File: src/hw/rtl/dmv_pkg.sv
// ----------------------------------------------------------------------------
// dmv_pkg
// shared types, codes and fixed widths of the matrix-vector multiply block
// ----------------------------------------------------------------------------
package dmv_pkg;

   // fixed field widths
   localparam int IN_IDX_W   = 4;
   localparam int OUT_IDX_W  = 4;
   localparam int VALUE_W    = 32;
   localparam int CFG_DIM_W  = 5;
   localparam int CSR_IDX_W  = 2;
   localparam int CSR_DATA_W = 32;

   // fraction bits of the fixed point format
   localparam int FRAC_BITS = 16;

   // request opcodes
   localparam logic OP_MATRIX = 1'b0;
   localparam logic OP_VECTOR = 1'b1;

   // register indexes
   localparam logic [CSR_IDX_W-1:0] REG_ROWS      = 2'd0;
   localparam logic [CSR_IDX_W-1:0] REG_COLS      = 2'd1;
   localparam logic [CSR_IDX_W-1:0] REG_TRANSPOSE = 2'd2;

   // sequencer states
   typedef enum logic [1:0] {
      ST_IDLE,
      ST_RUN,
      ST_WAIT,
      ST_DRAIN
   } state_type;

   // control that travels with a product through the pipeline
   typedef struct packed {
      logic valid;
      logic first;
      logic last;
   } pipe_ctl_type;

   // control for one result word
   typedef struct packed {
      logic                 valid;
      logic                 last;
      logic [OUT_IDX_W-1:0] index;
   } res_ctl_type;

endpackage

File: src/hw/rtl/dmv_mac.sv
// ----------------------------------------------------------------------------
// dmv_mac
// registered multiplier and the adder that feeds the head of the ring
// ----------------------------------------------------------------------------
module dmv_mac #(
   parameter int ELEM_WIDTH = 32,
   parameter int ACC_W      = 71
) (
   input  logic                         clock,
   input  logic                         reset,
   input  dmv_pkg::pipe_ctl_type        ctl_in,
   input  logic signed [ELEM_WIDTH-1:0] mat_elem,
   input  logic signed [ELEM_WIDTH-1:0] vec_elem,
   input  logic signed [ACC_W-1:0]      tail,
   output dmv_pkg::pipe_ctl_type        ctl_out,
   output logic signed [ACC_W-1:0]      head_sum
);
   import dmv_pkg::*;

   logic signed [2*ELEM_WIDTH-1:0] product_in;
   logic signed [2*ELEM_WIDTH-1:0] product_ff;
   logic signed [ACC_W-1:0]        product_ext;
   logic signed [ACC_W-1:0]        feed;
   pipe_ctl_type                   ctl_ff;

   // product stage
   assign product_in = mat_elem * vec_elem;

   always_ff @(posedge clock) begin
      product_ff <= product_in;
   end

   always_ff @(posedge clock) begin
      if (reset) begin
         ctl_ff <= '0;
      end else begin
         ctl_ff <= ctl_in;
      end
   end

   // first pass over the inputs starts every sum from zero
   assign product_ext = ACC_W'(product_ff);
   assign feed        = ctl_ff.first ? '0 : tail;
   assign head_sum    = feed + product_ext;
   assign ctl_out     = ctl_ff;

endmodule

File: config.mk
export PLATFORM = sky130hd
export DESIGN_NAME = dmv_mac
export DESIGN_NICKNAME = d
export VERILOG_FILES = /design/src/hw/rtl/dmv_pkg.sv /design/src/hw/rtl/dmv_mac.sv
export SDC_FILE = /design/constraint.sdc
export NUM_CORES = 2
export LEC_CHECK = 0
export BUFFER_PORTS_ARGS = -buffer_cell sky130_fd_sc_hd__buf_2
export CAP_MARGIN = 20
export CELL_PAD_IN_SITES_DETAIL_PLACEMENT = 1
export CELL_PAD_IN_SITES_GLOBAL_PLACEMENT = 2
export CORE_MARGIN = 5
export CORE_UTILIZATION = 38
export CTS_CLUSTER_DIAMETER = 100
export DETAILED_ROUTE_END_ITERATION = 10
export HOLD_SLACK_MARGIN = 0.1
export PLACE_DENSITY_LB_ADDON = 0.1
export SLEW_MARGIN = 40
export SYNTH_ARGS = -nofsm -noshare
export SYNTH_HDL_FRONTEND = slang
export SYNTH_SLANG_ARGS = --single-unit
File: constraint.sdc
create_clock -name clock -period 6.43 [get_ports clock]
set_input_delay 0 -clock clock [delete_from_list [all_inputs] [get_ports clock]]
set_output_delay 0 -clock clock [all_outputs]
set_load 0.05 [all_outputs]
==> flow_summary.json <==
{
  "synth.area.mux_share": 0.000237,
  "cts.sinks": 67,
  "gp_congestion": 0.845,
  "clkTransAtPathRegs_ns": 0.06,
  "ioPinCount": 214,
  "drt.antenna.violating_nets": 0,
  "crit_path_start_kind": "primary input",
  "grt_usage": 0.240,
  "seq_area_sq_um": 1340,
  "hold_path_startpoint": "vec_elem[1]",
  "cts_tree": "built",
  "synth-simple-area-share": 0.169,
  "crit_top_cell": "fa_1",
  "firstDrtPassIters": 4,
  "cts_buffers": 9,
  "synth_nets": 6092,
  "dr_total_vias": 32600,
  "clock_path_buffers": 2,
  "synth-seq-cells": 67,
  "worst_path_max_delay_cell": "fa_2",
  "ys.warnings.count": 0,
  "antenna_found_initial": 2,
  "max_slew.worst_pin.slew_ns": 0.604,
  "hp-class": "primary input to register",
  "multi_input_area_sq_um": 37900,
  "synth-seq-area-share": 0.0318,
  "synth_top_flop_cell": "dfxtp_1",
  "syn_to_final_growth_pct": 25.8,
  "globalRouteOverflowTotal": 0,
  "hold_end": "product_ff[1]$_DFF_P_",
  "synth_fa_ha_area_frac": 0.589,
  "worstSetupPathType": "primary input to register",
  "path_cells": "buf_12 > buf_8 > buf_12 > buf_4 > and2_1 > fa_1 > fa_1 > fa_1 > fa_2 > fa_1 > fa_1 > fa_1 > inv_1 > fa_1 > inv_1 > ha_4 > buf_4 > a211o_1 > or3b_4 > o22ai_4 > a211oi_4 > o31ai_4 > a31o_1 > o311ai_2",
  "grt_pass1_vias": 38400,
  "wl_per_cell_um": 20.7,
  "slew_viol_final": 0,
  "core_area_sq_um": 111000,
  "vias_per_cell": 4.83,
  "synth_top_cell_by_area": "fa_1",
  "max_freq_mhz": 153,
  "synth_top_area_frac": 0.513,
  "clock-root-buffer": "clkbuf_16",
  "cp_num_buf_inv": 7,
  "finalCritPeriodShare": 1.02,
  "wl_um": 140000,
  "synthXorXnorAreaFrac": 0.0282,
  "hold_viol_final": 0,
  "synth.cell_area_sq_um": 42200,
  "finalSetupViolations": 12,
  "ys_types": 88,
  "synthTopCellsByArea": "fa_1 (51%), inv_1 (8.8%), and2_1 (7.7%)",
  "die_y_um": 343,
  "core.rowCount": 122,
  "ys_async_sr_fraction": 0,
  "status": "complete, but fails checks",
  "drt_iter0_drc": 1099,
  "slew_headroom": 0.593,
  "worstPathRequired_ns": 6.65,
  "die_w_um": 343,
  "rsz0062_at_grt": "yes",
  "hold_path_depth": 3,
  "synth_area_per_cell_sq_um": 9.15,
  "fillCellCount": 12600,
  "final_cell_area_sq_um": 53100,
  "grt_pass1_wl_um": 220000,
  "h-tree-depth": 3,
  "critPathCaptureType": "register",
  "violations": "setup timing",
  "die-area_sq_um": 118000,
  "grt_max_degree": 47,
  "arrival_ns": 6.76,
  "start_util": 0.382,
  "drc": 0,
  "critPathMaxFanout": 10,
  "syn_inst": 4615,
  "hpwl_um": 120000,
  "cpLargestDelayFamily": "adder cells",
  "place_ws_ns": -1.12,
  "port-buffer-count": 213,
  "slowest_delay_ns": 0.65,
  "synth_top_family_by_area": "adder cells",
  "period_needed_ns": 6.54,
  "drive_above_1_share": 0.243,
  "synth_compound_area_frac": 0.0733,
  "synth_edf_count": 0,
  "place_area_sq_um": 48900,
  "nets": 6743,
  "finalWorstSetupSlack_ns": -0.108,
  "cap_violations": 0
}
final cells by class:
class,count,area share
diodes,3,0.000141
inverters,986,0.0698
multi-input cells,3329,0.714
well taps,1488,0.0351
clock buffers,9,0.00424
repair buffers,873,0.150
flip-flops and latches,67,0.0253
clock inverters,5,0.00151
cells by family (layout without fill, tap and decap cells):
group | Yosys count | count (layout)
compound gates | 453 | 453
xor+xnor | 136 | 136
fa+ha+maj | 1337 | 1337
buf+inv | 1219 | 1873
flops | 67 | 67
mux | 1 | 1
other cells | 0 | 3
simple gates | 1402 | 1402
sequential cells by signal, summed over array words and instances, names as in the netlist:
register    cells
product_ff     64
ctl_out         3
worst max path at each step:
stage	from	slack, ns	endpoint	cells past startpoint
after floorplan	mat_elem[31]	-0.41	product_ff[59]$_DFF_P_	21
after global placement	vec_elem[8]	-1.05	product_ff[62]$_DFF_P_	23
after detailed placement	vec_elem[8]	-1.12	product_ff[62]$_DFF_P_	22
after CTS	mat_elem[14]	-0.19	product_ff[42]$_DFF_P_	26
after global routing	vec_elem[6]	-0.36	product_ff[54]$_DFF_P_	27
final	mat_elem[11]	-0.11	product_ff[63]$_DFF_P_	24
placed cells by master, fill, tap and decap left out, drive strengths merged, types with 88 or more instances in the layout:
cell   netlist  final
a21oi      166    166
and2       524    524
buf         10    856
fa        1083   1083
ha         254    254
inv        985    984
nand2      563    563
nor2        98     98
nor2b       88     88
xnor2       96     96
routing by layer:
layer	wire length [um]	GRT usage	vias to the layer above
met5	0	0	-
met1	57000	0.291	17200
met4	3180	0.0385	0
met3	2830	0.0160	117
met2	76800	0.471	312
li1	-	-	15000
what timing repair did:
action	4_1_cts	5_1_grt
pin swaps	211	264
gates cloned	6	10
endpoints found under the setup margin	38	35
hold buffers	5	0
hold endpoints to repair	4	0
gates resized for setup	385	282
buffers inserted	62	63
per-stage QoR:
| stage | instances | TNS [ns] | utilization | hold slack (ns) |
|---|---|---|---|---|
| after CTS | 6692 | -1.42 | 0.466 | 0.161 |
| after global routing | 6758 | -5.14 | 0.481 | 0.179 |
| after detailed placement | 6607 | -31.06 | 0.443 | 0.194 |
| after floorplan | 4615 | -1.76 | - | 0.0716 |
| after global placement | 6607 | -29.06 | 0.443 | 0.188 |
| final | 6760 | -0.701 | 0.481 | 0.162 |
cell usage after synthesis (4+ instances only):
master and n:
and2_1 523, and3_1 18, a21boi_0 4, nand2_1 562, fa_1 1083, a21oi_2 5, xnor2_1 96, nor2_1 96
nor3_1 14, ha_1 254, nand4_1 23, o211ai_1 4, or3_1 5, a21o_1 63, nor2b_1 88, o21ai_1 13
nor4_1 4, a211oi_1 10, o21bai_1 31, o21a_1 15, nand2b_1 28, a211o_1 4, o31ai_2 5, nand3_1 21
clkbuf_1 223, inv_1 985, dfxtp_1 67, xor2_1 40, buf_2 7, a31oi_1 11, o31ai_1 6, a21oi_1 159
and4_1 4, o21ai_0 64
Power is not shown: default switching activity piles up to over one toggle a cycle in this logic, so the estimate is an artifact.
