===== src/hw/rtl/dmv_pkg.sv =====
// ----------------------------------------------------------------------------
// dmv_pkg
// shared types, codes and fixed widths of the matrix-vector multiply block
// ----------------------------------------------------------------------------
package dmv_pkg;

   // fixed field widths
   localparam int IN_IDX_W   = 4;
   localparam int OUT_IDX_W  = 4;
   localparam int VALUE_W    = 32;
   localparam int CFG_DIM_W  = 5;
   localparam int CSR_IDX_W  = 2;
   localparam int CSR_DATA_W = 32;

   // fraction bits of the fixed point format
   localparam int FRAC_BITS = 16;

   // request opcodes
   localparam logic OP_MATRIX = 1'b0;
   localparam logic OP_VECTOR = 1'b1;

   // register indexes
   localparam logic [CSR_IDX_W-1:0] REG_ROWS      = 2'd0;
   localparam logic [CSR_IDX_W-1:0] REG_COLS      = 2'd1;
   localparam logic [CSR_IDX_W-1:0] REG_TRANSPOSE = 2'd2;

   // sequencer states
   typedef enum logic [1:0] {
      ST_IDLE,
      ST_RUN,
      ST_WAIT,
      ST_DRAIN
   } state_type;

   // control that travels with a product through the pipeline
   typedef struct packed {
      logic valid;
      logic first;
      logic last;
   } pipe_ctl_type;

   // control for one result word
   typedef struct packed {
      logic                 valid;
      logic                 last;
      logic [OUT_IDX_W-1:0] index;
   } res_ctl_type;

endpackage


===== src/hw/rtl/dmv_round.sv =====
// ----------------------------------------------------------------------------
// dmv_round
// rounds a finished sum to the element format, saturates, registers the word
// ----------------------------------------------------------------------------
module dmv_round #(
   parameter int ACC_W      = 71,
   parameter int ELEM_WIDTH = 32
) (
   input  logic                                    clock,
   input  logic                                    reset,
   input  dmv_pkg::res_ctl_type                    ctl_in,
   input  logic signed [ACC_W-1:0]                 acc,
   output logic                                    valid,
   output logic [dmv_pkg::OUT_IDX_W-1:0]           index,
   output logic signed [dmv_pkg::VALUE_W-1:0]      value,
   output logic                                    saturated,
   output logic                                    last
);
   import dmv_pkg::*;

   localparam logic signed [ACC_W-1:0] HALF = ACC_W'(1) << (FRAC_BITS - 1);
   localparam logic signed [ACC_W-1:0] MAXV = (ACC_W'(1) << (ELEM_WIDTH - 1)) - ACC_W'(1);
   localparam logic signed [ACC_W-1:0] MINV = ~MAXV;

   logic signed [ACC_W-1:0]      rounded;
   logic                         sat_hi;
   logic                         sat_lo;
   logic signed [ELEM_WIDTH-1:0] elem;

   logic                         valid_ff;
   logic [OUT_IDX_W-1:0]         index_ff;
   logic signed [VALUE_W-1:0]    value_ff;
   logic                         sat_ff;
   logic                         last_ff;

   // add one half, drop the fraction bits, clip to the element range
   always_comb begin
      rounded = (acc + HALF) >>> FRAC_BITS;
      sat_hi  = rounded > MAXV;
      sat_lo  = rounded < MINV;
      if (sat_hi) begin
         elem = MAXV[ELEM_WIDTH-1:0];
      end else if (sat_lo) begin
         elem = MINV[ELEM_WIDTH-1:0];
      end else begin
         elem = rounded[ELEM_WIDTH-1:0];
      end
   end

   // result word register
   always_ff @(posedge clock) begin
      if (reset) begin
         valid_ff <= 1'b0;
      end else begin
         valid_ff <= ctl_in.valid;
      end
   end

   always_ff @(posedge clock) begin
      index_ff <= ctl_in.index;
      last_ff  <= ctl_in.last;
      value_ff <= VALUE_W'(elem);
      sat_ff   <= sat_hi | sat_lo;
   end

   assign valid     = valid_ff;
   assign index     = index_ff;
   assign value     = value_ff;
   assign saturated = sat_ff;
   assign last      = last_ff;

endmodule


===== config.mk =====
export PLATFORM = sky130hd
export DESIGN_NAME = dmv_round
export DESIGN_NICKNAME = d
export VERILOG_FILES = /design/src/hw/rtl/dmv_pkg.sv /design/src/hw/rtl/dmv_round.sv
export SDC_FILE = /design/constraint.sdc
export NUM_CORES = 1
export LEC_CHECK = 0
export BUFFER_PORTS_ARGS = -buffer_cell sky130_fd_sc_hd__buf_2
export CORE_ASPECT_RATIO = 1.25
export CORE_UTILIZATION = 45
export DETAILED_ROUTE_END_ITERATION = 6
export HOLD_SLACK_MARGIN = 0.12
export PLACE_DENSITY = 0.74
export SYNTH_ARGS = -nofsm -noshare
export SYNTH_HDL_FRONTEND = slang
export SYNTH_SLANG_ARGS = --single-unit

===== constraint.sdc =====
create_clock -name clock -period 3 [get_ports clock]
set_input_delay 0.15 -clock clock [delete_from_list [all_inputs] [get_ports clock]]
set_output_delay 0.15 -clock clock [all_outputs]
set_load 0.01 [all_outputs]

==> summary.txt <==
Global route
  – Vias in the first global route: 2478
  – Total Routing Usage GR: between 20% and 30%
  – First-pass GRT wire length: around 11000 um
  – Largest net degree at the start of global routing: 24
  – Total global routing overflow: 0
  – Initial antenna violation count: 0

Job
  – Max-Cap Viols: 0

Critical path
  – Kind of critical path: input pin to flip-flop
  – Worst setup EP type: flip-flop
  – Worst Path Max Fanout: 11
  – CP startpoint kind: input pin
  – Worst Path Required: 3.18 ns
  – Arr. time, crit path: between 2 and 3 ns

Finish
  – Post-Layout Cell Count: 483
  – Nets@finish: 496
  – Fill count: 519
  – Multi-input logic area: 1787 um^2
  – Most common cell after layout, fill and taps aside: buf_2
  – Most frequent cells in the layout: 102 x buf_2, 39 x dfxtp_1, 31 x o21ai_2, 22 x nand3_1
  – Layout cell share with drive strength beyond 1: 41.01%
  – Ant. Diodes: 0
  – Sequential cell area: 780.7 um^2
  – Layout area overhead: 29.83%

Floorplan
  – FP Rows: 31
  – Core area: 5779 um^2
  – DIE HEIGHT: about 89 um
  – Die X-Extent: approximately 70 um
  – Top Ports: 118
  – Starting Density: between 40 and 50%
  – Die Area: 6319 um^2

Power and ir drop
  – Clock share of power: 37.8%
  – P_sw: ~0.34 mW
  – Worst VDD drop: 0.1645 mV
  – Leak Pwr: 1.423 nW
  – Sequential share of power: between 40% and 50%
  – Total power: 1.343 mW
  – Cell internal pwr: 1.006 mW
  – Power Density: 382.8 nW/um^2
  – Comb power frac: 20.6%
  – Switching Fraction: 25.06%

Logic synthesis
  – Top FF cell, synth: dfxtp_1
  – Post-synth EDFFs: 0
  – Cell area after synthesis: 2701 um^2
  – Syn. warnings: 0
  – Distinct cells, synth: 58
  – Seq/Total Area, Yosys: 28.90%
  – Post-synth ARST share: 0%
  – #FFs+latches synth: 39
  – Mapped Nets: 381
  – Cells after Synth: 301
  – Syn avg cell area: 8.975 um^2

Drt
  – Detailed-route DRC error count: 7
  – Total wire length: 6768 um
  – Vias: between 2000 and 3000
  – DRT Pass-1 Iters: 7
  – Antenna-violating nets left: 0
  – Iteration-0 DRC Markers: 170
  – Vias per cell: 5.567
  – Avg WL per Cell: 14.01 um

Placement
  – PortBufs: 102
  – DP HPWL: 5275 um
  – GP Congestion: 0.9125
  – Placed cells: 468

Clocking
  – Max clock buf depth: 2
  – Root buf cell: clkbuf_8
  – Clock slew seen by the registers of the worst setup and hold paths: around 0.070 ns
  – H-tree levels: 2
  – Clk sinks: 39
  – TritonCTS Buffers: 5
  – CTS tree: built

Timing
  – RSZ-0062 raised after global routing: no
  – Final hold violation count: 0
  – Slew HR: 54.70%
  – Fin crit share: 84.26%
  – Fmax: slightly below 0.4 GHz
  – Slew Viols, Final: 0
  – Final setup viols: 0
  – Total Neg Setup Slack: 0 ns
  – Final min period: 2.528 ns
  – Slew @ Worst Pin: 0.6740 ns

Run status
  – Status: finished with violations
  – Failing checks: design-rule violations

Hold path
  – Hold Path Class: input pin to flip-flop
## power by group through the flow
| stage | Clock (mW) | Combinational [mW] | Sequential [mW] |
|---|---|---|---|
| after floorplan | 0 | 0.124 | 0.590 |
| after CTS | 0.518 | 0.277 | 0.558 |
| after detailed placement | 0 | 0.268 | 0.570 |
| final | 0.508 | 0.277 | 0.557 |
| after global placement | 0 | 0.264 | 0.569 |
| after global routing | 0.531 | 0.304 | 0.560 |
## cell type report
type	instances	share of cell area [%]
sequential	39	22.26
clock inverter	2	1.712
multi-input combinational	246	50.95
inverter	5	0.5351
tap	66	2.355
timing repair buffer	119	20.12
clock buffer	6	2.069
## cells by family after synthesis
group | synth area share, %
buf+inv | 5.280
fa+ha+maj | 0.4631
compound gates | 18.99
flops | 28.90
simple gates | 33.30
mux | 0.4168
xor+xnor | 12.64
## cells in the mapped netlist (2+ instances only)
cell type	instances	area (um^2)
xnor2_1	18	157.7
and4_1	5	43.79
nor4_2	3	37.54
nor4_4	2	42.54
o21ai_0	3	15.01
nand3_1	22	110.1
nor2_1	16	60.06
buf_6	4	45.04
buf_2	3	15.01
a31oi_1	6	37.54
nand2_1	21	78.83
nand4_1	19	118.9
a21oi_1	3	15.01
or3_1	3	18.77
dfxtp_1	39	780.8
nor3_1	6	30.03
or2_1	2	12.51
a21boi_0	2	15.01
and2_1	6	37.54
xor2_1	21	183.9
a31o_2	2	17.52
o21a_1	2	15.01
nor3_2	2	20.02
nor4_1	4	25.02
inv_1	5	18.77
a211oi_1	2	15.01
buf_12	3	60.06
o21ai_2	31	271.5
and3_1	17	106.4
## path summary, 6_finish.rpt
kind              depth (start not counted)  slack (ns)  startpoint        end
setup / recovery                         12        0.47     acc[15]  value[19]
hold / removal                            3        0.16     acc[25]   value[9]
## per-layer routing
layer,vias up,share of wire [%],global-route usage [%]
li1,1343,-,-
met1,1202,38,24.52
met2,122,52,39.31
met3,22,7.0,2.847
met4,0,3.2,13.09
met5,-,0,0
## through the flow
stage          hold WS, ns  area, um^2  utilization [%]  setup WS, ns
4_1_cts             0.1580        3507            60.68        0.4701
2_1_floorplan       0.1777        2701                -        0.5266
3_5_place_dp        0.2541        3304            57.18        0.1943
3_3_place_gp        0.2520        3304            57.18        0.2081
5_1_grt             0.1768        3507            60.68        0.3122
6_report            0.1599        3507            60.68        0.4721
## state kept, by name, indices dropped and copies added (netlist names)
name       flops
last           1
saturated      1
value         32
valid          1
index          4
## what timing repair did
item	CTS	global route
gates resized for setup	0	0
buffers inserted	0	0
endpoints found under the hold margin	6	0
hold buffers	7	0
## worst max-delay path: stages
cell and delay, ns:
buf_2 0.12, ha_1 0.21, and4_4 0.27, nand4_4 0.13
buf_4 0.20, nor3_4 0.45, o21a_1 0.20, o211ai_1 0.10
nor4_2 0.33, a41o_4 0.32, buf_12 0.15, o21ai_1 0.07
Power figures use the tool's default switching activity.
