<file path="config.mk">
export PLATFORM = sky130hd
export DESIGN_NAME = dmv_cell
export DESIGN_NICKNAME = d
export VERILOG_FILES = /design/src/hw/rtl/dmv_cell.sv
export SDC_FILE = /design/constraint.sdc
export NUM_CORES = 1
export LEC_CHECK = 0
export ABC_AREA = 1
export BUFFER_PORTS_ARGS = -buffer_cell sky130_fd_sc_hd__buf_2
export CAP_MARGIN = 5
export CORE_AREA = 2 2 82 115
export CTS_BUF_LIST = sky130_fd_sc_hd__clkbuf_4 sky130_fd_sc_hd__clkbuf_8 sky130_fd_sc_hd__clkbuf_16
export CTS_CLUSTER_SIZE = 8
export DETAILED_ROUTE_END_ITERATION = 8
export DIE_AREA = 0 0 84 117
export GPL_TIMING_DRIVEN = 0
export PLACE_DENSITY_LB_ADDON = 0.1
export SLEW_MARGIN = 20
export SYNTH_ARGS = -nofsm -noshare
export SYNTH_HDL_FRONTEND = slang
export SYNTH_SLANG_ARGS = --single-unit
</file>
<file path="constraint.sdc">
create_clock -name clock -period 0.8 [get_ports clock]
set_input_delay 0.16 -clock clock [delete_from_list [all_inputs] [get_ports clock]]
set_output_delay 0.16 -clock clock [all_outputs]
set_load 0.005 [all_outputs]
</file>
<file path="src/hw/rtl/dmv_cell.sv">
// ----------------------------------------------------------------------------
// dmv_cell
// one accumulator cell of the rotating ring, passes its sum to the next cell
// ----------------------------------------------------------------------------
module dmv_cell #(
   parameter int ACC_W = 71
) (
   input  logic                    clock,
   input  logic                    shift_en,
   input  logic signed [ACC_W-1:0] acc_in,
   output logic signed [ACC_W-1:0] acc_out
);

   logic signed [ACC_W-1:0] acc_ff;

   // take the neighbor's partial sum on every ring step
   always_ff @(posedge clock) begin
      if (shift_en) begin
         acc_ff <= acc_in;
      end
   end

   assign acc_out = acc_ff;

endmodule

</file>
==> results.txt, run 1 <==
status - finished, violations left
failing checks - negative setup slack
fin crit period - 1002 ps
grt ovf - 0
P_leak - 1.718 nW
hold path depth - 1
H-tree depth - 3
largest net degree at the start of global routing - 37
clock sinks - 71
share of the synthesized area in the top cell type - 100.0%
Max VDD drop - 1035 uV
number of global-route vias before repair - 1596
Longest Clk Path Bufs - 2
I/O Pins - 144
setup violators final - 71
count of different cell masters after synthesis - 1
area leader, netlist - edfxtp_1
core area - 0.008875 mm^2
Final ANT Viol Nets - 0
sw frac - 19.20%
Fillers - 826
Crit path max-delay family - flip-flops
Mapped Cells - 71
Hold Slack - 22.40 ps
clock-pin slew on the worst setup and hold paths - 50 ps
Cell Rows - 41
#FFs+latches synth - 71
synthesized cell area - 0.002132 mm^2
synth top area cells - edfxtp_1 (100%)
Area Overhead vs Synth - 88.62%
final worst slack - -202.1 ps
Die Width - 84 um
share of layout cells above drive strength 1 - 52.82%
Vias - 1537
Slew Viols, Final - 0
Clk network pwr share - 43.8%
CP Capture Point - acc_out[22]
total detailed-routing wirelength - 5179 um
Worst-Margin Slew - 347.7 ps
Placed Cells - 322
Max Cap Viol - 0
pwr/cell area - 2357 mW/mm^2
Initial Util - 24.02%
clock tree from TritonCTS - built
die area - 0.009828 mm^2
initial antenna violation count - 0
wire length per cell - 12.69 um
sequential fraction of the synthesis area - 100.0%
Total GRT Usage - 10.83%
total power draw - 9.480 mW
Syn Nets - 144
Die Ht - 117 um
global-route wire length before repair - 7748 um
YS warnings - 0
Net Sw Power - 1.821 mW
input/output buffers - 143
worst path required time - 640 ps
Worst path depth - 1
Fin. Hold Viols - 0
max reg flops - 71
Inserted Clock Buffers - 9
Critical Path Source - acc_out[22]
detailed-router iteration count before antenna repair - 2
RSZ-0062 raised after global routing - yes
DRC Markers - 0
DR iter-0 viols - 52
Multi-input gate area - 0 um^2
Mapped Avg Cell Area - 30.03 um^2
crit-path max FO - 1
Buf/Inv on CP - 1
Final Non-Filler Cells - 408
post-CTS setup buffers - 0
final RePlAce weighted congestion - 0.6637
Worst setup EP type - primary output
drt via density - 3.767
Flop pwr share - 47.3%
Int Pwr - 7.659 mW
most frequent cells in the layout - buf_2 (142), edfxtp_1 (71), dlygate4sd3_1 (70)
worst rel slew slack - 76.82%
slowest library cell on the worst path - edfxtp_1
max frequency - 997.9 MHz
Place WS - -400.9 ps
critical path startpoint category - register
crit-path cells - buf_2
Reg area - 0.002132 mm^2
Final nets - 369
CP arrival - 840 ps
Critical Path Max Stage Delay - 380 ps
Hold WC Path Type - in -> reg
Antenna Diode Count - 0
Final period util - 125.3%
Clock Root Buffer - clkbuf_16
multi-input gates - 0
commonest non-fill, non-tap cell in the layout - buf_2
Worst Path Class, Setup - reg -> out
DP HPWL - 3511 um
Comb pwr share - 8.9%
what timing repair did:
| action | in CTS | in global routing |
|---|---|---|
| gates cloned | 0 | 0 |
| hold endpoints to repair | 70 | 0 |
| resized for setup | 1 | 0 |
| setup endpoints to repair | 107 | 71 |
| hold buffers | 70 | 0 |
per-layer routing:
layer	share of wire (%)	routed length, um	up-vias	track usage, %
met4	2.3	120	0	7.097
met1	33	1723	718	11.10
met2	57	2943	67	18.35
met5	0	0	-	0
li1	-	-	741	-
met3	7.6	392	11	4.488
kinds of logic (layout without fill, tap and decap cells):
logic type             after synthesis  in the layout  synth area share, %
buffers and inverters                0            230                    0
DFF                                 71             71                100.0
area by class of cell:
cell class / count / area share [%]
Tap cell: 107 / 3.329
Clock buffer: 9 / 5.600
Clock inverter: 7 / 2.178
Timing Repair Buffer: 214 / 35.87
Sequential cell: 71 / 53.02
through the flow:
stage,instance area [um^2],setup TNS [ps],util (%)
final,4021,-12300,45.31
after global routing,4021,-15380,45.31
after detailed placement,3004,-19950,33.85
after floorplan,2132,0,-
after global placement,2982,-68530,33.60
after CTS,4021,-14200,45.31
power groups by stage:
stage | Combinational [mW] | Clock, mW | Sequential, mW
6_report | 0.847 | 4.15 | 4.48
5_1_grt | 0.932 | 4.44 | 4.51
4_1_cts | 0.867 | 4.31 | 4.49
3_5_place_dp | 0.596 | 0 | 4.56
3_3_place_gp | 0.581 | 0 | 4.56
2_1_floorplan | 0 | 0 | 4.62
synthesized netlist by cell type:
library cell / count
edfxtp_1: 71
worst min path at each step:
stage,endpoint,from,slack [ps]
final,acc_out[65],acc_in[65],20
after floorplan,acc_out[0],acc_in[0],260
after global routing,acc_out[65],acc_in[65],8
after global placement,acc_out[4],acc_in[4],340
after CTS,acc_out[65],acc_in[65],5
after detailed placement,acc_out[15],acc_in[15],340
Power figures use the tool's default switching activity.
==> inputs of run 2 (changes only) <==
--- a/config.mk
+++ b/config.mk
@@ -8,11 +8,11 @@
 export ABC_AREA = 1
 export BUFFER_PORTS_ARGS = -buffer_cell sky130_fd_sc_hd__buf_2
 export CAP_MARGIN = 5
-export CORE_AREA = 2 2 82 115
+export CORE_AREA = 2 2 68 95
 export CTS_BUF_LIST = sky130_fd_sc_hd__clkbuf_4 sky130_fd_sc_hd__clkbuf_8 sky130_fd_sc_hd__clkbuf_16
 export CTS_CLUSTER_SIZE = 8
 export DETAILED_ROUTE_END_ITERATION = 8
-export DIE_AREA = 0 0 84 117
+export DIE_AREA = 0 0 70 97
 export GPL_TIMING_DRIVEN = 0
 export PLACE_DENSITY_LB_ADDON = 0.1
 export SLEW_MARGIN = 20
==> run 2 against run 1 <==
The run still ends with negative setup slack left. Die area fell by 31%. Highest routed layer unchanged. Wire length fell by 0.14%. Critical endpoint is now acc_out[16]. Critical path type unchanged. Final cell count fell by 9.3%.
==> results.txt, run 2 (synthesized netlist as in run 1, its figures left out) <==
critical path startpoint category - register
Crit path max-delay family - flip-flops
pwr/cell area - 2085 mW/mm^2
total detailed-routing wirelength - 5172 um
max frequency - 982.8 MHz
crit-path cells - buf_2
largest net degree at the start of global routing - 72
Longest Clk Path Bufs - 2
max reg flops - 71
total power draw - 7.984 mW
global-route wire length before repair - 7776 um
most frequent cells in the layout - buf_2 (142), edfxtp_1 (71), dlygate4sd3_1 (70)
clock tree from TritonCTS - built
Total GRT Usage - 15.64%
worst path required time - 640 ps
Min-Delay Startpoint - acc_in[25]
clock sinks - 71
P_leak - 1.646 nW
fin crit period - 1018 ps
core area - 0.005863 mm^2
Multi-input gate area - 0 um^2
Die Width - 70 um
status - finished, violations left
clock-pin slew on the worst setup and hold paths - 70 ps
final RePlAce weighted congestion - 0.7117
Place WS - -441.2 ps
Antenna Diode Count - 0
Comb pwr share - 10.5%
detailed-router iteration count before antenna repair - 3
Worst-Margin Slew - 614.1 ps
multi-input gates - 0
final instance area - 0.003830 mm^2
crit-path max FO - 1
setup violators final - 71
DRC Markers - 0
Critical Path Source - acc_out[16]
Max VDD drop - 1375 uV
Initial Util - 36.36%
Fin. Hold Viols - 0
Die Ht - 97 um
final worst slack - -217.5 ps
Area Overhead vs Synth - 79.64%
wire length per cell - 13.98 um
Reg area - 0.002132 mm^2
input/output buffers - 143
Final period util - 127.2%
RSZ-0062 raised after global routing - yes
commonest non-fill, non-tap cell in the layout - buf_2
Final ANT Viol Nets - 0
grt ovf - 0
Worst setup EP type - primary output
Cell Rows - 33
Net Sw Power - 1.630 mW
Post-DP Area - 0.002938 mm^2
Hold WC Path Type - in -> reg
Clock Root Buffer - clkbuf_8
initial antenna violation count - 0
Buf/Inv on CP - 1
failing checks - negative setup slack
H-tree depth - 3
drt via density - 4.197
Worst Path Class, Setup - reg -> out
Critical Path Max Stage Delay - 390 ps
CP arrival - 860 ps
die area - 0.006790 mm^2
number of global-route vias before repair - 1610
sw frac - 20.41%
I/O Pins - 144
slowest library cell on the worst path - edfxtp_1
Fillers - 428
worst rel slew slack - 59.06%
hold path depth - 1
Final nets - 368
Worst path depth - 1
share of layout cells above drive strength 1 - 52.33%
Clk network pwr share - 33.4%
DR iter-0 viols - 97
Int Pwr - 6.354 mW
Flop pwr share - 56.2%
Vias - 1553
Final TNS setup - -13350 ps
Hold Slack - 22.85 ps
Max Cap Viol - 0
Slew Viols, Final - 0
Inserted Clock Buffers - 9
run 2: changes by cell type in the layout (fill, tap and decap cells not counted):
cell,before,now
clkinv_1,1,2
bufinv_16,2,1
clkinvlp_4,0,1
clkbuf_16,9,0
clkinv_2,3,2
clkbuf_8,0,9
buf_12,1,0
run 2: power by group through the flow:
stage	combinational (mW)	sequential (mW)	clock [mW]
CTS	0.840	4.49	2.73
global route	0.907	4.52	2.88
finish	0.835	4.49	2.66
global placement	0.555	4.56	0
detailed placement	0.572	4.57	0
floorplan	0	4.62	0
run 2: cell type report:
type / instances / area share, %
sequential: 71 / 55.67
tap: 70 / 2.287
clock inverter: 7 / 1.666
clock buffer: 9 / 3.234
timing repair buffer: 213 / 37.14
run 2: per-layer routing:
metal  routed length (um)  up-vias  global-route usage (%)
met4                  111        0                   7.988
met5                    0        -                       0
met2                 2803       86                   27.33
met3                  427       10                   5.833
li1                     -      737                       -
met1                 1829      720                   16.07
run 2: per-stage QoR:
stage | util [%] | std cells
6_report | 65.32 | 370
5_1_grt | 65.32 | 370
4_1_cts | 65.32 | 370
3_5_place_dp | 50.11 | 284
3_3_place_gp | 50.06 | 284
2_1_floorplan | - | 71
run 2: path summary, 6_finish.rpt:
kind / end / slack [ps]
min: acc_out[25] / 20
max: acc_out[16] / -220
run 2: what timing repair did:
| item | in CTS | in global routing |
|---|---|---|
| hold endpoints to repair | 70 | 0 |
| resized for setup | 1 | 0 |
| endpoints found under the setup margin | 142 | 71 |
| hold buffers | 70 | 0 |
| setup buffers | 0 | 0 |
==> inputs of run 3 (changes only) <==
==> config.mk (replaced) <==
export PLATFORM = sky130hd
export DESIGN_NAME = dmv_cell
export DESIGN_NICKNAME = d
export VERILOG_FILES = /design/src/hw/rtl/dmv_cell.sv
export SDC_FILE = /design/constraint.sdc
export NUM_CORES = 1
export LEC_CHECK = 0
export ABC_AREA = 1
export BUFFER_PORTS_ARGS = -buffer_cell sky130_fd_sc_hd__buf_2
export CAP_MARGIN = 5
export CORE_AREA = 2 2 67 94
export CTS_BUF_LIST = sky130_fd_sc_hd__clkbuf_8
export CTS_CLUSTER_SIZE = 8
export DETAILED_ROUTE_END_ITERATION = 8
export DIE_AREA = 0 0 69 96
export GPL_TIMING_DRIVEN = 0
export PLACE_DENSITY_LB_ADDON = 0.05
export SLEW_MARGIN = 20
export SYNTH_ARGS = -nofsm -noshare
export SYNTH_HDL_FRONTEND = slang
export SYNTH_SLANG_ARGS = --single-unit
==> run 3 against run 2 <==
The flow still finishes with violations (negative setup slack). Non-clock buffer count up 1. Largest power group unchanged. Clock-buffer cell count unchanged. Clock power down 4%. Critical path depth unchanged. Largest cell class unchanged.
==> results.txt, run 3 (synthesized netlist as in run 1, its figures left out) <==
status - finished, violations left
failing checks - negative setup slack
final instance area - 0.003832 mm^2
worst path required time - 640 ps
Top Usage Layer GRT - met2
Final nets - 369
Antenna Diode Count - 0
input/output buffers - 143
Worst path depth - 1
Slew Viols, Final - 0
met2 Track Usage GR - 25.16%
total detailed-routing wirelength - 5120 um
I/O Pins - 144
clock sinks - 71
worst rel slew slack - 58.01%
Fin. Hold Viols - 0
Core Util, Final - 66.30%
Multi-input gate area - 0 um^2
core area - 0.005781 mm^2
Max VDD drop - 1342 uV
Worst-Margin Slew - 629.9 ps
Die Width - 69 um
Crit path max-delay family - flip-flops
WHS Endpoint - acc_out[30]
critical path startpoint category - register
fin crit period - 1026 ps
total power draw - 7.884 mW
max reg flops - 71
share of layout cells above drive strength 1 - 51.83%
most frequent cells in the layout - buf_2 (142), edfxtp_1 (71), dlygate4sd3_1 (71)
Final ANT Viol Nets - 0
Worst Path Class, Setup - reg -> out
wire length per cell - 13.80 um
commonest non-fill, non-tap cell in the layout - buf_2
Total GRT Usage - 14.70%
Clock Root Buffer - clkbuf_8
die area - 0.006624 mm^2
Worst setup EP type - primary output
clock-pin slew on the worst setup and hold paths - 80 ps
crit-path cells - buf_2
Hold Slack - 315.9 ps
final RePlAce weighted congestion - 0.7576
slowest library cell on the worst path - edfxtp_1
largest net degree at the start of global routing - 72
global-route wire length before repair - 7058 um
Initial Util - 36.88%
Buf/Inv on CP - 1
DR iter-0 viols - 120
grt ovf - 0
final worst slack - -225.7 ps
DRC Markers - 0
Placed Cells - 284
P_leak - 1.659 nW
number of global-route vias before repair - 1531
Global Route met1 Usage - 13.79%
Final period util - 128.2%
crit-path max FO - 1
Cell Rows - 33
setup violators final - 71
GRT met3 Usage - 7.016%
Die Ht - 96 um
Area Overhead vs Synth - 79.75%
Hold WC Path Type - in -> reg
H-tree depth - 3
Max Cap Viol - 0
initial antenna violation count - 0
detailed-router iteration count before antenna repair - 4
Post-DP Area - 0.002938 mm^2
RSZ-0062 raised after global routing - yes
multi-input gates - 0
max frequency - 974.9 MHz
pwr/cell area - 2057 mW/mm^2
Fillers - 425
Min-Delay Startpoint - shift_en
Critical Path Max Stage Delay - 390 ps
Inserted Clock Buffers - 9
Final Non-Filler Cells - 371
post-CTS setup buffers - 0
clock tree from TritonCTS - built
hold path depth - 1
Vias - 1527
CP arrival - 870 ps
Longest Clk Path Bufs - 2
drt via density - 4.116
[run 3: cell types whose count changed in the layout (fill, tap and decap cells not counted)]
cell | before | now
clkinvlp_4 | 1 | 0
inv_1 | 0 | 2
clkinv_1 | 2 | 1
clkinv_4 | 1 | 0
clkinv_2 | 2 | 3
dlygate4sd3_1 | 70 | 71
[run 3: worst max-delay path by stage]
stage / from / end
floorplan: acc_out[0] / acc_out[0]
global placement: shift_en / acc_out[19]
detailed placement: shift_en / acc_out[18]
CTS: acc_out[53] / acc_out[53]
global route: acc_out[6] / acc_out[6]
finish: acc_out[6] / acc_out[6]
[run 3: routing by layer]
layer | vias to the layer above | wire length, um
met5 | - | 0
met4 | 0 | 132
met3 | 11 | 496
met2 | 90 | 2693
met1 | 688 | 1798
li1 | 738 | -
[run 3: stage by stage]
stage / TNS [ps] / worst slack [ps]
after global routing: -16550 / -272.5
final: -12860 / -225.7
after CTS: -13990 / -226.9
after floorplan: 0 / 284.7
after detailed placement: -30460 / -431.7
after global placement: -59220 / -837.1
[run 3: final cells by class]
type	count	area [um^2]	share of cell area (%)
clock buffers	9	123.9	3.232
clock inverters	7	56.30	1.469
flip-flops and latches	71	2132	55.63
well taps	70	87.58	2.285
repair buffers	214	1433	37.38
[run 3: power by group]
| group | total, mW | switching [mW] | internal, mW |
|---|---|---|---|
| registers | 4.49 | 0.0673 | 4.42 |
| logic | 0.836 | 0.309 | 0.527 |
| clock network | 2.56 | 1.17 | 1.39 |
| total | 7.88 | 1.55 | 6.34 |
[run 3: timing repair]
action	CTS	global route
endpoints found under the setup margin	142	71
hold buffers	57	14
resized for setup	1	0
gates cloned	0	0
hold endpoints to repair	57	14
